$ cat config.mk
export PLATFORM = sky130hd
export DESIGN_NAME = stq_cell
export DESIGN_NICKNAME = d
export VERILOG_FILES = /design/src/rtl/stq_pkg.sv /design/src/rtl/stq_cell.sv
export SDC_FILE = /design/constraint.sdc
export NUM_CORES = 1
export LEC_CHECK = 0
export BUFFER_PORTS_ARGS = -buffer_cell sky130_fd_sc_hd__buf_2
export CAP_MARGIN = 20
export CORE_ASPECT_RATIO = 0.75
export CORE_MARGIN = 8
export CORE_UTILIZATION = 40
export CTS_CLUSTER_DIAMETER = 100
export DETAILED_ROUTE_END_ITERATION = 6
export PLACE_DENSITY = 0.71
export SLEW_MARGIN = 0
export SYNTH_ARGS = -nofsm -noshare
export SYNTH_HDL_FRONTEND = slang
export SYNTH_SLANG_ARGS = --single-unit
$ cat constraint.sdc
create_clock -name clk -period 8 [get_ports clk]
set_input_delay 1.2 -clock clk [delete_from_list [all_inputs] [get_ports clk]]
set_output_delay 1.2 -clock clk [all_outputs]
set_load 0.02 [all_outputs]
$ cat src/rtl/stq_pkg.sv
// ----------------------------------------------------------------------------
// stq_pkg
// shared constants, codes and cell-to-cell types of the sorted timer queue
// ----------------------------------------------------------------------------
package stq_pkg;

  localparam int DEFAULT_ENTRIES = 32;
  localparam int HANDLE_W        = 5;
  localparam int IVL_W           = 29;
  localparam int WORD_W          = 32;

  typedef enum logic [1:0] {
    KIND_TICK     = 2'd0,
    KIND_SCHEDULE = 2'd1,
    KIND_POLL     = 2'd2,
    KIND_CANCEL   = 2'd3
  } kind_t;

  typedef enum logic [1:0] {
    ST_OK       = 2'd0,
    ST_NO_FREE  = 2'd1,
    ST_NOT_EXP  = 2'd2,
    ST_INACTIVE = 2'd3
  } status_t;

  localparam logic [0:0] REG_HUNDRED_US = 1'b0;

  // one active list slot as it travels along the chain
  typedef struct packed {
    logic                valid;
    logic [HANDLE_W-1:0] handle;
    logic [WORD_W-1:0]   expiry;
    logic [WORD_W-1:0]   ivl;
  } slot_t;

  // broadcast command to all cells for one operation
  typedef struct packed {
    logic                insert;
    logic                remove;
    slot_t               new_slot;
    logic [WORD_W-1:0]   now;
    logic [HANDLE_W-1:0] rm_handle;
    logic                rm_head;
  } cmd_t;

  // per-cell flags handed to the right neighbor
  typedef struct packed {
    logic ins_hit;   // insertion point is at or left of this cell
    logic rm_hit;    // removed slot is at or left of this cell
  } flags_t;

endpackage

$ cat src/rtl/stq_cell.sv
// ----------------------------------------------------------------------------
// stq_cell
// one slot of the ordered active list; shifts right on insert, left on remove
// ----------------------------------------------------------------------------
module stq_cell
  import stq_pkg::*;
(
  input  logic   clk,
  input  logic   rst_n,
  input  cmd_t   cmd,
  input  slot_t  left_slot,
  input  flags_t left_flags,
  input  slot_t  right_slot,
  output slot_t  slot,
  output flags_t flags
);

  slot_t slot_r, slot_nxt;
  logic  unexpired, here_ins, here_rm;
  logic [WORD_W-1:0] rem;

  assign rem       = slot_r.expiry - cmd.now;
  assign unexpired = (rem <= slot_r.ivl);
  // first valid cell that is unexpired and outlasts the new entry, or first empty
  assign here_ins  = !slot_r.valid || (unexpired && (cmd.new_slot.ivl < rem));
  assign here_rm   = slot_r.valid &&
                     (cmd.rm_head ? 1'b1 : (slot_r.handle == cmd.rm_handle));
  assign flags.ins_hit = left_flags.ins_hit || here_ins;
  assign flags.rm_hit  = left_flags.rm_hit || here_rm;
  assign slot = slot_r;

  always_comb begin
    slot_nxt = slot_r;
    if (cmd.insert) begin
      if (left_flags.ins_hit) slot_nxt = left_slot;
      else if (here_ins)      slot_nxt = cmd.new_slot;
    end else if (cmd.remove) begin
      if (left_flags.rm_hit || here_rm) slot_nxt = right_slot;
    end
  end

  always_ff @(posedge clk) begin
    if (!rst_n) begin
      slot_r.valid <= 1'b0;
    end else begin
      slot_r.valid <= slot_nxt.valid;
    end
    slot_r.handle <= slot_nxt.handle;
    slot_r.expiry <= slot_nxt.expiry;
    slot_r.ivl    <= slot_nxt.ivl;
  end

endmodule

==> qor.csv, run 1 <==
metric,value,unit
post-synthesis compound-gate area fraction,19.43,%
max-cap violation count,0,
layout net count,1470,
Vias/cell,5.034,
first-pass GRT wire length,35000,um
placed cells,1354,
routability cong.,0.8706,
Final Setup Violations,0,
CP required,6800,ps
Clock Latency Late Sink,340,ps
hold path startpoint,slot[69],
Util after Layout,52.75,%
RSZ-0062 raised after global routing,no,
Adder-Cell Fraction of Synth Area,16.59,%
Clock Skews,9.638,ps
FMAX,139.9,MHz
num rows,42,
Placed Area,8927,um^2
routed vias,6897,
CP endpoint kind,primary output,
Root Buffer,clkbuf_16,
cells on worst reg2reg path,21,
post-route ant nets,0,
WL final,22940,um
post-synth cell types,63,
post-synthesis xor/xnor area fraction,4.041,%
DP HPWL,19470,um
Post-Syn Nets,1158,
Post-synth EDFFs,69,
DR iter-0 viols,289,
#FFs+latches synth,70,
CTS H-tree depth,3,
First-pass DRT Iterations,4,
main combinational cell family by area after synthesis,compound AO/OA/AOI/OAI gates,
clock buffer depth,2,
die area,22200,um^2
max reg flops,70,
simple logic cell fraction of the synthesized area,13.24,%
post-synthesis mux area share,10.44,%
diode count,0,
Non-Filler Instances,1370,
Worst Hold Path Cells,3,
crit path DAT,5950,ps
sequential-to-total area share from yosys stat,29.63,%
worst-margin pin slew,740.0,ps
largest net degree at the start of global routing,74,
Yosys Warn Count,0,
CTS tree,yes,
final slew viol count,0,
Mapped Avg Cell Area,8.704,um^2
Yosys top cell by area,edfxtp_1,
Min Hold Slack,670.4,ps
"Hold-fix buffers, CTS",0,
setup repair bufs after CTS,0,
setup TNS,0,ps
final hold viol count,0,
asr flop ratio synth,0,%
Crit Path Max Fanout,4,
Area contributors post-synth,"edfxtp_1 29%, ha_1 16%, mux2i_1 10%",
wire length per cell,16.75,um
DRC,0,
Total GRT Usage,19.97,%
Leak,4.824,nW
CP startpoint kind,input pin,
period utilisation layout,89.32,%
Core Area,17450,um^2
status,"finished, final reports clean",
fin area,9204,um^2
Die X,169.4,um
clk sink count,70,
critical path class,in -> out,
most frequent cells in the layout,"323 x buf_2, 103 x nor2_1, 103 x a21oi_1, 96 x inv_1, 92 x ha_1",
crit path launch,cmd[6],
number of antenna violations at the first check in global routing,1,
# port buffers,325,
die height,131.1,um
initial cell density of the core,40.46,%
final critical-path required period,7145,ps
fill count,1713,
post-synth top area share,29.35,%
"commonest non-fill, non-tap cell in the layout",buf_2,
I/O pin total,326,
area grow syn2layout,30.38,%
vias in the first global route,6876,
Syn Inst Count,811,
Worst-path clk slew,60,ps
Slew HR,50.67,%
worst flop-to-flop path startpoint,slot[32],
Power Density,220.5,nW/um^2
total CTS buffers,9,
Post-Syn Area,7059,um^2
Synth Flop Type,edfxtp_1,
Peak supply drop,0.00009984,V
hold crit path type,reg -> reg,
Resized cells post-CTS,0,
GR Overflow Total,0,
layout cell share with drive strength beyond 1,31.65,%
## power breakdown
| group | switching, mW | internal [mW] |
|---|---|---|
| clock network | 0.164 | 0.211 |
| logic | 0.652 | 0.461 |
| registers | 0.0409 | 0.500 |
## cells by family after synthesis
kind of cell / Yosys count
AO/OA/AOI/OAI: 220
AND/OR/NAND/NOR: 200
buffers and inverters: 124
adder cells (fa/ha/maj): 93
multiplexers: 73
flip-flops: 70
XOR/XNOR: 31
## metal layers
layer  GRT usage (%)  up-vias  wire length (um)
met2           33.26      222             10580
met1           24.71     3096             10150
met3           6.284       24              1840
li1                -     3553                 -
met5               0        -                13
met4           5.501        2               360
## per-stage QoR
step / power [mW] / worst slack (ps)
after floorplan: 1.314 / 1068
after global placement: 1.649 / 993.3
after detailed placement: 1.659 / 853.8
final: 2.029 / 854.5
after global routing: 2.202 / 354.0
after CTS: 2.052 / 820.5
## path summary, 6_finish.rpt
kind	slack, ps	endpoint
max	850	flags[1]
min	670	slot[69]
max reg2reg	2410	slot[47]
min reg2reg	670	slot[69]
## cell usage after synthesis (all sizes together), types with 3 or more instances
cell	n
buf	10
nand2b	7
a21boi	3
xor2	14
nor3	9
edfxtp	69
nor3b	4
a21o	28
nor2	103
mux2i	71
nand4	8
nand2	24
clkbuf	18
ha	92
inv	96
or3	7
o21a	6
nand3	11
o21ai	36
and3	3
a221oi	4
xnor2	16
a211oi	8
and4	6
nor2b	5
o211ai	8
or2	4
a21oi	104
o21bai	3
and2	4
## final cells by class
| class | instances | area, um^2 | share of cell area [%] |
|---|---|---|---|
| inverters | 96 | 360.3 | 3.915 |
| multi-input cells | 617 | 4511 | 49.01 |
| flip-flops and latches | 70 | 2092 | 22.73 |
| repair buffers | 329 | 1662 | 18.05 |
| clock inverters | 6 | 47.55 | 0.5166 |
| clock buffers | 10 | 229.0 | 2.488 |
| well taps | 242 | 302.8 | 3.290 |
## worst max-delay path: stages
cell and delay, ps:
buf_2 100, ha_1 210, fa_1 410, nand2b_1 190, a21oi_1 310, o2111ai_1 220, a31oi_1 360, o21ai_1 200
a21oi_1 280, nor4_1 90, or3_1 390, ha_1 310, nand4_1 90, nor2_1 60, and3_1 190, a221oi_1 250
o21ai_0 150, a311oi_1 280, a2bb2oi_1 190, o21bai_1 240, buf_2 210
Note: power is estimated with default switching activity, not from simulation.
==> run 2, diff against run 1 <==
--- a/config.mk
+++ b/config.mk
@@ -13,7 +13,7 @@
 export CTS_CLUSTER_DIAMETER = 100
 export DETAILED_ROUTE_END_ITERATION = 6
 export PLACE_DENSITY = 0.71
-export SLEW_MARGIN = 0
+export SLEW_MARGIN = 20
 export SYNTH_ARGS = -nofsm -noshare
 export SYNTH_HDL_FRONTEND = slang
 export SYNTH_SLANG_ARGS = --single-unit
==> constraint.sdc (replaced) <==
create_clock -name clk -period 8 [get_ports clk]
set_input_delay 1.2 -clock clk [delete_from_list [all_inputs] [get_ports clk]]
set_output_delay 1.2 -clock clk [all_outputs]
set_load 0.05 [all_outputs]
==> run 2 against run 1 <==
Effect of this change: die area unchanged; critical endpoint unchanged; clock power increased by 9.6%; first-iteration DRC count decreased by 5.2%; highest routed layer unchanged; count of clock-buffer cells in the layout unchanged; maximum frequency decreased by 1.6%; final area increased by 0.26%; core utilization increased by 0.14 points; clock skew increased by 1.4 ps; non-clock buffer count unchanged; power increased by 9.0%.
==> qor.csv, run 2 (same netlist as run 1, synthesis figures left out) <==
metric,value,unit
status,"finished, final reports clean",
Clock Skews,10.99,ps
final hold viol count,0,
DR iter-0 viols,274,
CP endpoint kind,primary output,
First-pass DRT Iterations,4,
layout net count,1470,
# port buffers,325,
FF-to-FF setup slack,2410,ps
Crit Path Max Fanout,4,
CP startpoint kind,input pin,
"Hold-fix buffers, CTS",0,
routed vias,6871,
Final Power,2.212,mW
area grow syn2layout,30.72,%
Die X,169.4,um
Placed Area,8927,um^2
Final Setup Violations,0,
Util after Layout,52.89,%
Place WS,708.7,ps
Worst Hold Path Cells,3,
Worst R2R End,slot[16],
"commonest non-fill, non-tap cell in the layout",buf_2,
Clock Latency Late Sink,340,ps
hold crit path type,reg -> reg,
RSZ-0062 raised after global routing,no,
setup TNS,0,ps
Leak,4.842,nW
Vias/cell,5.015,
CP required,6800,ps
placed cells,1354,
wire length per cell,16.83,um
DP HPWL,19590,um
initial cell density of the core,40.46,%
first-pass GRT wire length,35240,um
Non-Filler Instances,1370,
cells on worst reg2reg path,21,
period utilisation layout,90.78,%
Min Hold Slack,668.3,ps
FMAX,137.7,MHz
vias in the first global route,6930,
most frequent cells in the layout,"323 x buf_2, 103 x nor2_1, 103 x a21oi_1, 96 x inv_1, 92 x ha_1",
DRC,0,
setup repair bufs after CTS,0,
max-cap violation count,0,
CTS tree,yes,
hold path startpoint,slot[69],
max reg flops,70,
WL final,23050,um
clock buffer depth,2,
number of antenna violations at the first check in global routing,1,
num rows,42,
worst-margin pin slew,725.8,ps
Power Density,239.8,nW/um^2
final slew viol count,0,
Core Area,17450,um^2
CTS H-tree depth,3,
layout cell share with drive strength beyond 1,31.65,%
total CTS buffers,9,
largest net degree at the start of global routing,75,
Root Buffer,clkbuf_16,
post-route ant nets,0,
worst flop-to-flop path startpoint,slot[32],
fin area,9228,um^2
routability cong.,0.8760,
I/O pin total,326,
clk sink count,70,
crit path DAT,6060,ps
Hold Path End,slot[69],
Total GRT Usage,20.11,%
Peak supply drop,0.00008024,V
final critical-path required period,7262,ps
die area,22200,um^2
final worst slack,737.8,ps
Resized cells post-CTS,0,
critical path class,in -> out,
Worst-path clk slew,60,ps
Slew HR,51.61,%
diode count,0,
die height,131.1,um
GR Overflow Total,0,
[run 2: layer usage]
| layer | share of wire, % | wire [um] | global-route usage, % | vias up |
|---|---|---|---|---|
| met5 | 0.043 | 10 | 0 | - |
| met4 | 1.1 | 261 | 4.307 | 2 |
| met3 | 7.8 | 1797 | 6.673 | 18 |
| met2 | 46 | 10690 | 34.11 | 231 |
| met1 | 45 | 10290 | 24.66 | 3072 |
| li1 | - | - | - | 3548 |
[run 2: how the worst max path moves through the flow]
stage	to	slack, ps	start
2_1_floorplan	slot[0]	1070	cmd[6]
3_5_place_dp	flags[1]	710	cmd[6]
6_report	flags[1]	740	cmd[6]
4_1_cts	flags[1]	670	cmd[6]
3_3_place_gp	flags[1]	880	cmd[6]
5_1_grt	flags[1]	310	cmd[6]
[run 2: cell type report]
class | instances | area (um^2)
sequential | 70 | 2092
multi-input combinational | 617 | 4511
inverter | 96 | 360.3
tap | 242 | 302.8
clock buffer | 10 | 229.0
clock inverter | 6 | 71.32
fill | 1710 | 8219
timing repair buffer | 329 | 1662
[run 2: critical path, cell delays in order]
cell and delay (ps):
buf_2 100, ha_1 220, fa_1 400, nand2b_1 190
a21oi_1 310, o2111ai_1 230, a31oi_1 380, o21ai_1 210
a21oi_1 280, nor4_1 90, or3_1 370, ha_1 300
nand4_1 90, nor2_1 70, and3_1 200, a221oi_1 260
o21ai_0 160, a311oi_1 260, a2bb2oi_1 180, o21bai_1 250
buf_2 310
[run 2: report_power, final]
part	total, mW	internal, mW	leakage, nW	switching, mW
logic	1.26	0.462	4.02	0.799
registers	0.541	0.500	0.684	0.0415
clock network	0.411	0.244	0.139	0.167
total	2.21	1.21	4.84	1.01
