$ cat src/rtl/stq_pkg.sv
// ----------------------------------------------------------------------------
// stq_pkg
// shared constants, codes and cell-to-cell types of the sorted timer queue
// ----------------------------------------------------------------------------
package stq_pkg;

  localparam int DEFAULT_ENTRIES = 32;
  localparam int HANDLE_W        = 5;
  localparam int IVL_W           = 29;
  localparam int WORD_W          = 32;

  typedef enum logic [1:0] {
    KIND_TICK     = 2'd0,
    KIND_SCHEDULE = 2'd1,
    KIND_POLL     = 2'd2,
    KIND_CANCEL   = 2'd3
  } kind_t;

  typedef enum logic [1:0] {
    ST_OK       = 2'd0,
    ST_NO_FREE  = 2'd1,
    ST_NOT_EXP  = 2'd2,
    ST_INACTIVE = 2'd3
  } status_t;

  localparam logic [0:0] REG_HUNDRED_US = 1'b0;

  // one active list slot as it travels along the chain
  typedef struct packed {
    logic                valid;
    logic [HANDLE_W-1:0] handle;
    logic [WORD_W-1:0]   expiry;
    logic [WORD_W-1:0]   ivl;
  } slot_t;

  // broadcast command to all cells for one operation
  typedef struct packed {
    logic                insert;
    logic                remove;
    slot_t               new_slot;
    logic [WORD_W-1:0]   now;
    logic [HANDLE_W-1:0] rm_handle;
    logic                rm_head;
  } cmd_t;

  // per-cell flags handed to the right neighbor
  typedef struct packed {
    logic ins_hit;   // insertion point is at or left of this cell
    logic rm_hit;    // removed slot is at or left of this cell
  } flags_t;

endpackage

$ cat src/rtl/stq_free_ring.sv
// ----------------------------------------------------------------------------
// stq_free_ring
// fifo of free handles, reset to all handles in ascending order
// ----------------------------------------------------------------------------
module stq_free_ring
  import stq_pkg::*;
#(
  parameter int ENTRIES = DEFAULT_ENTRIES
) (
  input  logic                clk,
  input  logic                rst_n,
  input  logic                pop,
  input  logic                push,
  input  logic [HANDLE_W-1:0] push_handle,
  output logic                empty,
  output logic [HANDLE_W-1:0] head_handle
);

  localparam int IW = (ENTRIES > 1) ? $clog2(ENTRIES) : 1;

  // small ring with reset values, kept in flip-flops
  logic [HANDLE_W-1:0] ring_r [ENTRIES];
  logic [IW-1:0]       head_r, tail_r;
  logic [IW:0]         count_r;

  function automatic logic [IW-1:0] inc(input logic [IW-1:0] p);
    return (p == IW'(ENTRIES - 1)) ? '0 : p + 1'b1;
  endfunction

  assign empty       = (count_r == '0);
  assign head_handle = ring_r[head_r];

  always_ff @(posedge clk) begin
    if (!rst_n) begin
      for (int i = 0; i < ENTRIES; i++) ring_r[i] <= HANDLE_W'(i);
      head_r  <= '0;
      tail_r  <= '0;
      count_r <= (IW+1)'(ENTRIES);
    end else begin
      if (pop) head_r <= inc(head_r);
      if (push && count_r != (IW+1)'(ENTRIES)) begin
        ring_r[tail_r] <= push_handle;
        tail_r <= inc(tail_r);
      end
      count_r <= count_r + (IW+1)'(push && count_r != (IW+1)'(ENTRIES)) -
                 (IW+1)'(pop);
    end
  end

endmodule

$ cat config.mk
export PLATFORM = sky130hd
export DESIGN_NAME = stq_free_ring
export DESIGN_NICKNAME = d
export VERILOG_FILES = /design/src/rtl/stq_pkg.sv /design/src/rtl/stq_free_ring.sv
export SDC_FILE = /design/constraint.sdc
export NUM_CORES = 1
export LEC_CHECK = 0
export BUFFER_PORTS_ARGS = -buffer_cell sky130_fd_sc_hd__buf_2
export CORE_MARGIN = 1
export CORE_UTILIZATION = 53
export CTS_CLUSTER_DIAMETER = 40
export DETAILED_ROUTE_END_ITERATION = 8
export PLACE_DENSITY = 0.78
export SLEW_MARGIN = 25
export SYNTH_ARGS = -nofsm -noshare
export SYNTH_HDL_FRONTEND = slang
export SYNTH_SLANG_ARGS = --single-unit
$ cat constraint.sdc
create_clock -name clk -period 4 [get_ports clk]
set_input_delay 0.2 -clock clk [delete_from_list [all_inputs] [get_ports clk]]
set_output_delay 0.2 -clock clk [all_outputs]
set_load 0.02 [all_outputs]
==> impl_metrics.tcl, run 1 <==
set metrics [dict create \
    cts_resized 0 \
    ios 15 \
    num_antenna_cells 0 \
    clk_latency_ps 430 \
    clock_path_buffers 2 \
    drv_slew 0 \
    overflow 0 \
    post-route-drc-count 0 \
    ys_ff_latch 181 \
    setup_violations 0 \
    worst_pin_slew_ps 1000 \
    finalHoldViolCount 0 \
    outcome "completed" \
    synth.area.top_cells "edfxtp_1 55%, and2_1 6.1%, dfxtp_1 4.8%" \
    synthTopCellsByCount "160 x edfxtp_1, 85 x and2_1, 67 x or3_1" \
    post-route-period-util 0.721 \
    synth_xor_area_frac 0.00300 \
    hold_class "input pin to flip-flop" \
    die_h_um 131 \
    rsz0062_at_grt "no" \
    n_fill_cell 1258 \
    leakage_nw 2.89 \
    clkSinkCount 181 \
    cts_tree "done" \
    first_global_vias 5371 \
    cts_hold_buf 0 \
    yosysWarnings 0 \
    tns_ps 0 \
    synth_area_leader_cell "edfxtp_1" \
    worstHoldPathCells 3 \
    relSlewSlack 0.332 \
    worstSetupStartpointType "flip-flop" \
    num_vias 5422 \
    synth_top_family_by_area "simple AND/OR/NAND/NOR gates" \
    grt_max_degree 55 \
    drive_above_1_share 0.0952 \
    synth-simple-area-share 0.178 \
    antenna_found_initial 0 \
    ir_drop_mv 0.371 \
    fmax_mhz 347 \
    yosysSeqAreaShare 0.597 \
    pre_cts_ws_ps 1310 \
    critPathKind "flip-flop to output port" \
    die_area_um2 17000 \
    layout.area.seq_um2 5230 \
    yosysMostFrequentCell "edfxtp_1" \
    synth_top_area_frac 0.549 \
    fin_nets 696 \
    synth.cell_area_um2 8760 \
    reg2reg_from "count_r[2]$_SDFF_PN0_" \
    netlist-cell-type-count 48 \
    cts_max_level 4 \
    r2r_end "ring_r[4][4]$_SDFFCE_PN0P_" \
    critPathMaxFanout 24 \
    cap_violations 0 \
    synth.avg_cell_area_um2 12.7 \
    final_cell_area_um2 9460 \
    crit_arrival_ps 2690 \
    row_count 46 \
    synth_edf_count 160 \
    crit_path_end_kind "output port" \
    syn-num-nets 717 \
    io_buffer_count 14 \
    cts_setup_buffers 0 \
    post_dp_cell_area_um2 8880 \
    core_um2 16000 \
    syn_inst 691 \
    grt_use_total 0.226 \
    initial_core_util 0.547 \
    synth-adder-area-share 0.0251 \
    place.gp.congestion 0.810 \
    reg2reg_depth 5 \
    numCtsBuffers 17 \
    via_per_inst 6.03 \
    numPlacedInstances 867 \
    final_util 0.591 \
    die_w_um 131 \
    hp-start "push" \
    drt_wl_total_um 17900 \
    holdPathEnd "tail_r[4]$_SDFFE_PN0P_" \
    period_needed_ps 2890 \
    drt_pass1_iterations 5 \
    synth_compound_area_frac 0.0593 \
    post_layout_nonfiller_instances 899 \
    synth-main-ff-cell "edfxtp_1" \
    power_density_nw_per_um2 460 \
    final_antenna_net_count 0 \
    fin_skew_ps 14.2 \
    clockRootBuffer "clkbuf_16" \
    grt_pass1_wl_um 27900 \
    clk_pin_slew_ps 70 \
    muxShareOfSynthArea 0.103 \
    worst_slack_ps 1110 \
    r2r_slack_ps 1220 \
    drt_iter0_drc 416 \
    wl_per_cell_um 19.9 \
    hpwlAfterDp_um 11800 \
    syn2layout_area_growth_pct 8.03 \
    crit_required_ps 3800 \
    multi_input_area_um2 3230 \
    synth-async-reset-ratio 0 \
]
## layer usage
metal / routed length [um] / global-route usage / up-vias
met5: 0 / 0 / -
met4: 568 / 0.111 / 0
met3: 911 / 0.0448 / 37
met2: 9030 / 0.392 / 180
met1: 7410 / 0.269 / 2695
li1: - / - / 2510
## logic make-up after synthesis
| group | count (synthesis) |
|---|---|
| XOR/XNOR | 3 |
| AO/OA/AOI/OAI | 82 |
| multiplexers | 62 |
| flip-flops | 181 |
| AND/OR/NAND/NOR | 275 |
| buffers and inverters | 71 |
| adder cells (fa/ha/maj) | 17 |
## critical path, cell delays in order (launching register included)
cell and delay (ps):
dfxtp_1 310, buf_4 360, mux4_1 640, a22o_1 250
a221oi_1 330, nand3_1 160, buf_2 180
## area by class of cell
class,count,area share
flip-flops and latches,181,0.552
multi-input cells,439,0.341
clock buffers,26,0.0574
well taps,216,0.0286
repair buffers,21,0.0130
inverters,10,0.00397
clock inverters,6,0.00370
## power breakdown
part / total, mW / internal, mW / switching, mW / leakage (nW)
clock network: 1.61 / 0.938 / 0.670 / 0.286
registers: 2.17 / 2.13 / 0.0419 / 1.54
logic: 0.571 / 0.225 / 0.347 / 1.06
## worst max path at each step
stage / depth (start not counted) / to
floorplan: 13 / count_r[4]$_SDFF_PN0_
global placement: 12 / count_r[4]$_SDFF_PN0_
detailed placement: 5 / ring_r[16][1]$_SDFFCE_PN0P_
CTS: 6 / head_handle[1]
global route: 12 / count_r[4]$_SDFF_PN0_
finish: 6 / head_handle[1]
## placed cells by master, fill, tap and decap left out, types with 11 or more instances in the layout
cell type,instances
nand2_1,33
and2_1,85
a21oi_1,13
buf_2,14
edfxtp_1,160
clkbuf_16,20
mux2i_1,42
ha_1,16
nand3_1,18
mux4_2,12
a22oi_1,11
o21ai_1,32
dfxtp_1,20
or3_1,67
nor2_1,36
## registers in the layout (all words and copies together), names as in the netlist, named ones only
register	flops
head_r	5
count_r	6
tail_r	5
ring_r	160
## per-stage QoR
| step | hold WS (ps) | total power [mW] |
|---|---|---|
| after detailed placement | 555 | 2.78 |
| after floorplan | 379 | 2.64 |
| after global placement | 523 | 2.75 |
| after global routing | 157 | 4.52 |
| final | 123 | 4.35 |
| after CTS | 114 | 4.36 |
No activity file was read; power rests on OpenSTA's default activity.
==> inputs of run 2 (changes only) <==
clock period = 3 ns   (was 4 ns; I/O delays follow)
==> run 2 against run 1 <==
Register-to-register slack got worse by 930 ps. Setup slack got worse by 880 ps. Routed wire length decreased by 0.75%. Final cell count up 0.11%. Cell area shrank 0.13%. Combinational power rose by 35%. Flip-flop and latch count stayed put. Sequential share of layout area rose by 0.086 points. Worst hold slack worse by 54 ps. Clock skew decreased by 8.6 ps. Highest routed layer unchanged.
==> impl_metrics.tcl, run 2 (synthesis results as in run 1) <==
set metrics [dict create \
    n_fill_cell 1284 \
    wl_per_cell_um 19.8 \
    drt_wl_total_um 17800 \
    numCtsBuffers 17 \
    cts_resized 0 \
    fin_nets 697 \
    syn2layout_area_growth_pct 7.89 \
    drt_iter0_drc 528 \
    hold_class "input pin to flip-flop" \
    clk_latency_ps 430 \
    post-route-drc-count 0 \
    post-route-period-util 0.923 \
    regMostFlops "ring_r" \
    holdPathEnd "tail_r[4]$_SDFFE_PN0P_" \
    antenna_found_initial 0 \
    crit_arrival_ps 2620 \
    cts_setup_buffers 0 \
    grt_pass1_wl_um 28500 \
    cts_hold_buf 0 \
    row_count 46 \
    crit_path_end_kind "output port" \
    power_density_nw_per_um2 605 \
    via_per_inst 6.09 \
    worst_pin_slew_ps 745 \
    leakage_nw 2.88 \
    worstHoldPathCells 3 \
    ir_drop_mv 0.433 \
    drt_pass1_iterations 5 \
    rsz0062_at_grt "no" \
    layout_common_cells "160 x edfxtp_1, 85 x and2_1, 67 x or3_1" \
    mostFrequentLayoutCell "edfxtp_1" \
    first_global_vias 5472 \
    core_um2 16000 \
    hpwlAfterDp_um 11900 \
    largest_register_ff_count 160 \
    place.gp.congestion 0.791 \
    hp-start "push" \
    reg2reg_from "count_r[2]$_SDFF_PN0_" \
    relSlewSlack 0.503 \
    critPathKind "flip-flop to output port" \
    fin_skew_ps 5.57 \
    die_h_um 131 \
    initial_core_util 0.547 \
    tns_ps 0 \
    period_needed_ps 2770 \
    io_buffer_count 14 \
    die_w_um 131 \
    overflow 0 \
    post_dp_cell_area_um2 8900 \
    final_cell_area_um2 9450 \
    r2r_end "count_r[4]$_SDFF_PN0_" \
    setup_violations 0 \
    clkSinkCount 181 \
    fmax_mhz 361 \
    critPathMaxFanout 12 \
    clk_pin_slew_ps 60 \
    outcome "completed" \
    grt_max_degree 52 \
    num_antenna_cells 0 \
    clockRootBuffer "clkbuf_16" \
    cts_tree "done" \
    ios 15 \
    num_vias 5484 \
    finalHoldViolCount 0 \
    reg.largest.list "ring_r (160), count_r (6)" \
    cap_violations 0 \
    final_antenna_net_count 0 \
    clock_path_buffers 2 \
    drive_above_1_share 0.101 \
    grt_use_total 0.230 \
    drv_slew 0 \
    cts_max_level 4 \
    r2r_slack_ps 290 \
    die_area_um2 17000 \
    reg2reg_depth 12 \
    crit_required_ps 2850 \
    worstSetupStartpointType "flip-flop" \
]
==> run 2: cell types whose count changed in the layout (fill, tap and decap cells not counted), sizes merged <==
cell	previous run	this run
clkinv	3	10
clkinvlp	1	2
clkbuf	26	18
bufinv	0	1
buf	21	22
inv	12	11
==> run 2: routing by layer <==
metal	wire length, um	track usage	vias to the layer above
met3	1210	0.0428	48
li1	-	-	2531
met5	0	0	-
met4	508	0.104	0
met2	9050	0.398	211
met1	7010	0.279	2694
==> run 2: report_power, final <==
group | internal (mW) | switching (mW) | leakage [nW] | total [mW]
combinational | 0.305 | 0.462 | 1.07 | 0.768
sequential | 2.84 | 0.0605 | 1.54 | 2.90
clock | 1.13 | 0.916 | 0.265 | 2.05
==> run 2: cell type report <==
class                   instances  area, um2  area share
clock buffers                  18        429      0.0454
clock inverters                14        113      0.0119
inverters                      10       37.5     0.00397
multi-input cells             439       3230       0.342
flip-flops and latches        181       5230       0.553
well taps                     216        270      0.0286
repair buffers                 22        143      0.0151
==> run 2: stage by stage <==
| step | worst slack, ps | instances | util | hold slack [ps] | power (mW) |
|---|---|---|---|---|---|
| detailed placement | 299 | 868 | 0.556 | 513 | 3.72 |
| global route | 75.2 | 900 | 0.591 | 85.5 | 5.93 |
| floorplan | 564 | 691 | - | 329 | 3.52 |
| global placement | 432 | 868 | 0.556 | 500 | 3.67 |
| CTS | 23.2 | 900 | 0.590 | 52.8 | 5.74 |
| finish | 231 | 900 | 0.591 | 68.6 | 5.72 |
==> run 2: worst max-delay path by stage <==
stage	start	end	slack, ps	cells past startpoint
5_1_grt	count_r[2]$_SDFF_PN0_	count_r[4]$_SDFF_PN0_	80	12
3_5_place_dp	count_r[2]$_SDFF_PN0_	count_r[4]$_SDFF_PN0_	300	12
4_1_cts	flip-flop	head_handle[3]	20	6
2_1_floorplan	count_r[2]$_SDFF_PN0_	count_r[4]$_SDFF_PN0_	560	13
3_3_place_gp	count_r[2]$_SDFF_PN0_	count_r[4]$_SDFF_PN0_	430	12
6_report	flip-flop	head_handle[4]	230	5
==> run 2: critical path: stages (launching register included) <==
cell and delay (ps):
dfxtp_2 480, buf_4 270, mux4_1 600, a221oi_1 520
nand3_1 140, buf_2 180
==> inputs of run 3 (changes only) <==
PLACE_DENSITY = 0.69   (was 0.78)
==> run 3 against run 2 <==
Sequential power is essentially flat. Critical path type unchanged. Fmax shrank 5.2%. Worst hold slack lost 23 ps. Final cell count is the same. Routed wire length grew 4.4%. Count of clock-buffer cells in the layout grew 4. Critical path depth grew 1. Largest power group unchanged. Total power grew 3.1%. Utilization grew 0.28 points.
==> impl_metrics.tcl, run 3 (synthesis results as in run 1) <==
set metrics [dict create \
    finalHoldWorstSlack_ps 45.7 \
    drv_slew 0 \
    reg.largest.list "ring_r (160), count_r (6)" \
    grt_pass1_wl_um 29000 \
    outcome "completed" \
    overflow 0 \
    finalHoldViolCount 0 \
    syn2layout_area_growth_pct 8.40 \
    row_count 46 \
    numCtsBuffers 17 \
    period_needed_ps 2920 \
    critPathMaxFanout 20 \
    die_w_um 131 \
    combPwrFrac 0.131 \
    via_per_inst 6.02 \
    layout_common_cells "160 x edfxtp_1, 85 x and2_1, 67 x or3_1" \
    crit_required_ps 2850 \
    power_density_nw_per_um2 621 \
    crit_end "head_handle[1]" \
    die_area_um2 17000 \
    r2r_end "count_r[4]$_SDFF_PN0_" \
    fmax_mhz 342 \
    regMostFlops "ring_r" \
    switching_power_mw 1.50 \
    hpwlAfterDp_um 12300 \
    mostFrequentLayoutCell "edfxtp_1" \
    grt_use_total 0.236 \
    pwr-share-clk 0.376 \
    drive_above_1_share 0.102 \
    place.gp.congestion 0.788 \
    fin_nets 697 \
    crit_arrival_ps 2770 \
    reg2reg_depth 12 \
    post-route-period-util 0.973 \
    worstSetupStartpointType "flip-flop" \
    ios 15 \
    setup_violations 0 \
    r2r_slack_ps 320 \
    leakage_nw 2.91 \
    fin_skew_ps 6.72 \
    tns_ps 0 \
    cts_max_level 4 \
    num_vias 5415 \
    drt_pass1_iterations 5 \
    grt_max_degree 43 \
    met3_usage 0.0387 \
    hold_class "input pin to flip-flop" \
    rsz0062_at_grt "no" \
    drt_wl_total_um 18600 \
    drt_iter0_drc 486 \
    seqPwrFrac 0.493 \
    clkSinkCount 181 \
    worst_slack_ps 80.2 \
    swShare 0.254 \
    final_util 0.593 \
    ir_drop_mv 0.470 \
    pre_cts_ws_ps 325 \
    relSlewSlack 0.408 \
    antenna_found_initial 0 \
    grt.busiest_layer "met2" \
    reg2reg_from "count_r[2]$_SDFF_PN0_" \
    core_um2 16000 \
    clk_pin_slew_ps 70 \
    initial_core_util 0.547 \
    gr-usage-met1 0.307 \
    clock_path_buffers 2 \
    use_met2 0.394 \
    cts_tree "done" \
    worst_pin_slew_ps 886 \
    clockRootBuffer "clkbuf_16" \
    clk_latency_ps 440 \
    critPathKind "flip-flop to output port" \
    cap_violations 0 \
    final_antenna_net_count 0 \
    first_global_vias 5282 \
    power.total_mw 5.89 \
    io_buffer_count 14 \
    largest_register_ff_count 160 \
    p_int_mw 4.40 \
    die_h_um 131 \
    wl_per_cell_um 20.6 \
    num_antenna_cells 0 \
    crit_path_end_kind "output port" \
    post-route-drc-count 0 \
]
==> run 3: worst max-delay path, cell delays in order (launching register included) <==
cell and delay, ps:
dfxtp_1 510, buf_6 290, mux4_2 540, a22o_1 210, a221oi_1 450, nand3_1 140, buf_2 180
==> run 3: how the worst min path moves through the flow <==
| stage | slack [ps] | cells after the start | from | end |
|---|---|---|---|---|
| after floorplan | 330 | 1 | push_handle[0] | ring_r[29][0]$_SDFFCE_PN1P_ |
| after global placement | 500 | 3 | push | tail_r[4]$_SDFFE_PN0P_ |
| after detailed placement | 510 | 3 | push | tail_r[4]$_SDFFE_PN0P_ |
| after CTS | 40 | 3 | push | tail_r[4]$_SDFFE_PN0P_ |
| after global routing | 80 | 3 | push | tail_r[4]$_SDFFE_PN0P_ |
| final | 50 | 3 | push | tail_r[4]$_SDFFE_PN0P_ |
==> run 3: metal layers <==
metal | share of wire | wire, um
met5 | 0 | 0
met4 | 0.023 | 424
met3 | 0.042 | 775
met2 | 0.50 | 9230
met1 | 0.44 | 8150
==> run 3: power groups by stage <==
stage	combinational (mW)	sequential [mW]	clock [mW]
4_1_cts	0.771	2.91	2.24
3_5_place_dp	0.769	2.96	0
2_1_floorplan	0.594	2.93	0
6_report	0.770	2.90	2.22
5_1_grt	0.854	2.91	2.33
3_3_place_gp	0.729	2.95	0
==> run 3: timing repair <==
action	in CTS	in global routing
buffers inserted	0	0
resized for setup	0	1
hold buffers	0	0
setup endpoints to repair	0	2
==> run 3: stage by stage <==
step                      cells  instance area (um2)
final                       900                 9490
after global routing        900                 9490
after CTS                   900                 9490
after detailed placement    868                 8890
after global placement      868                 8890
after floorplan             691                 8760
==> run 3: layout make-up <==
cell class | instances | area [um2]
inverter | 10 | 37.5
fill | 1309 | 6510
clock inverter | 10 | 77.6
clock buffer | 22 | 522
multi-input combinational | 439 | 3230
tap | 216 | 270
sequential | 181 | 5230
timing repair buffer | 22 | 134
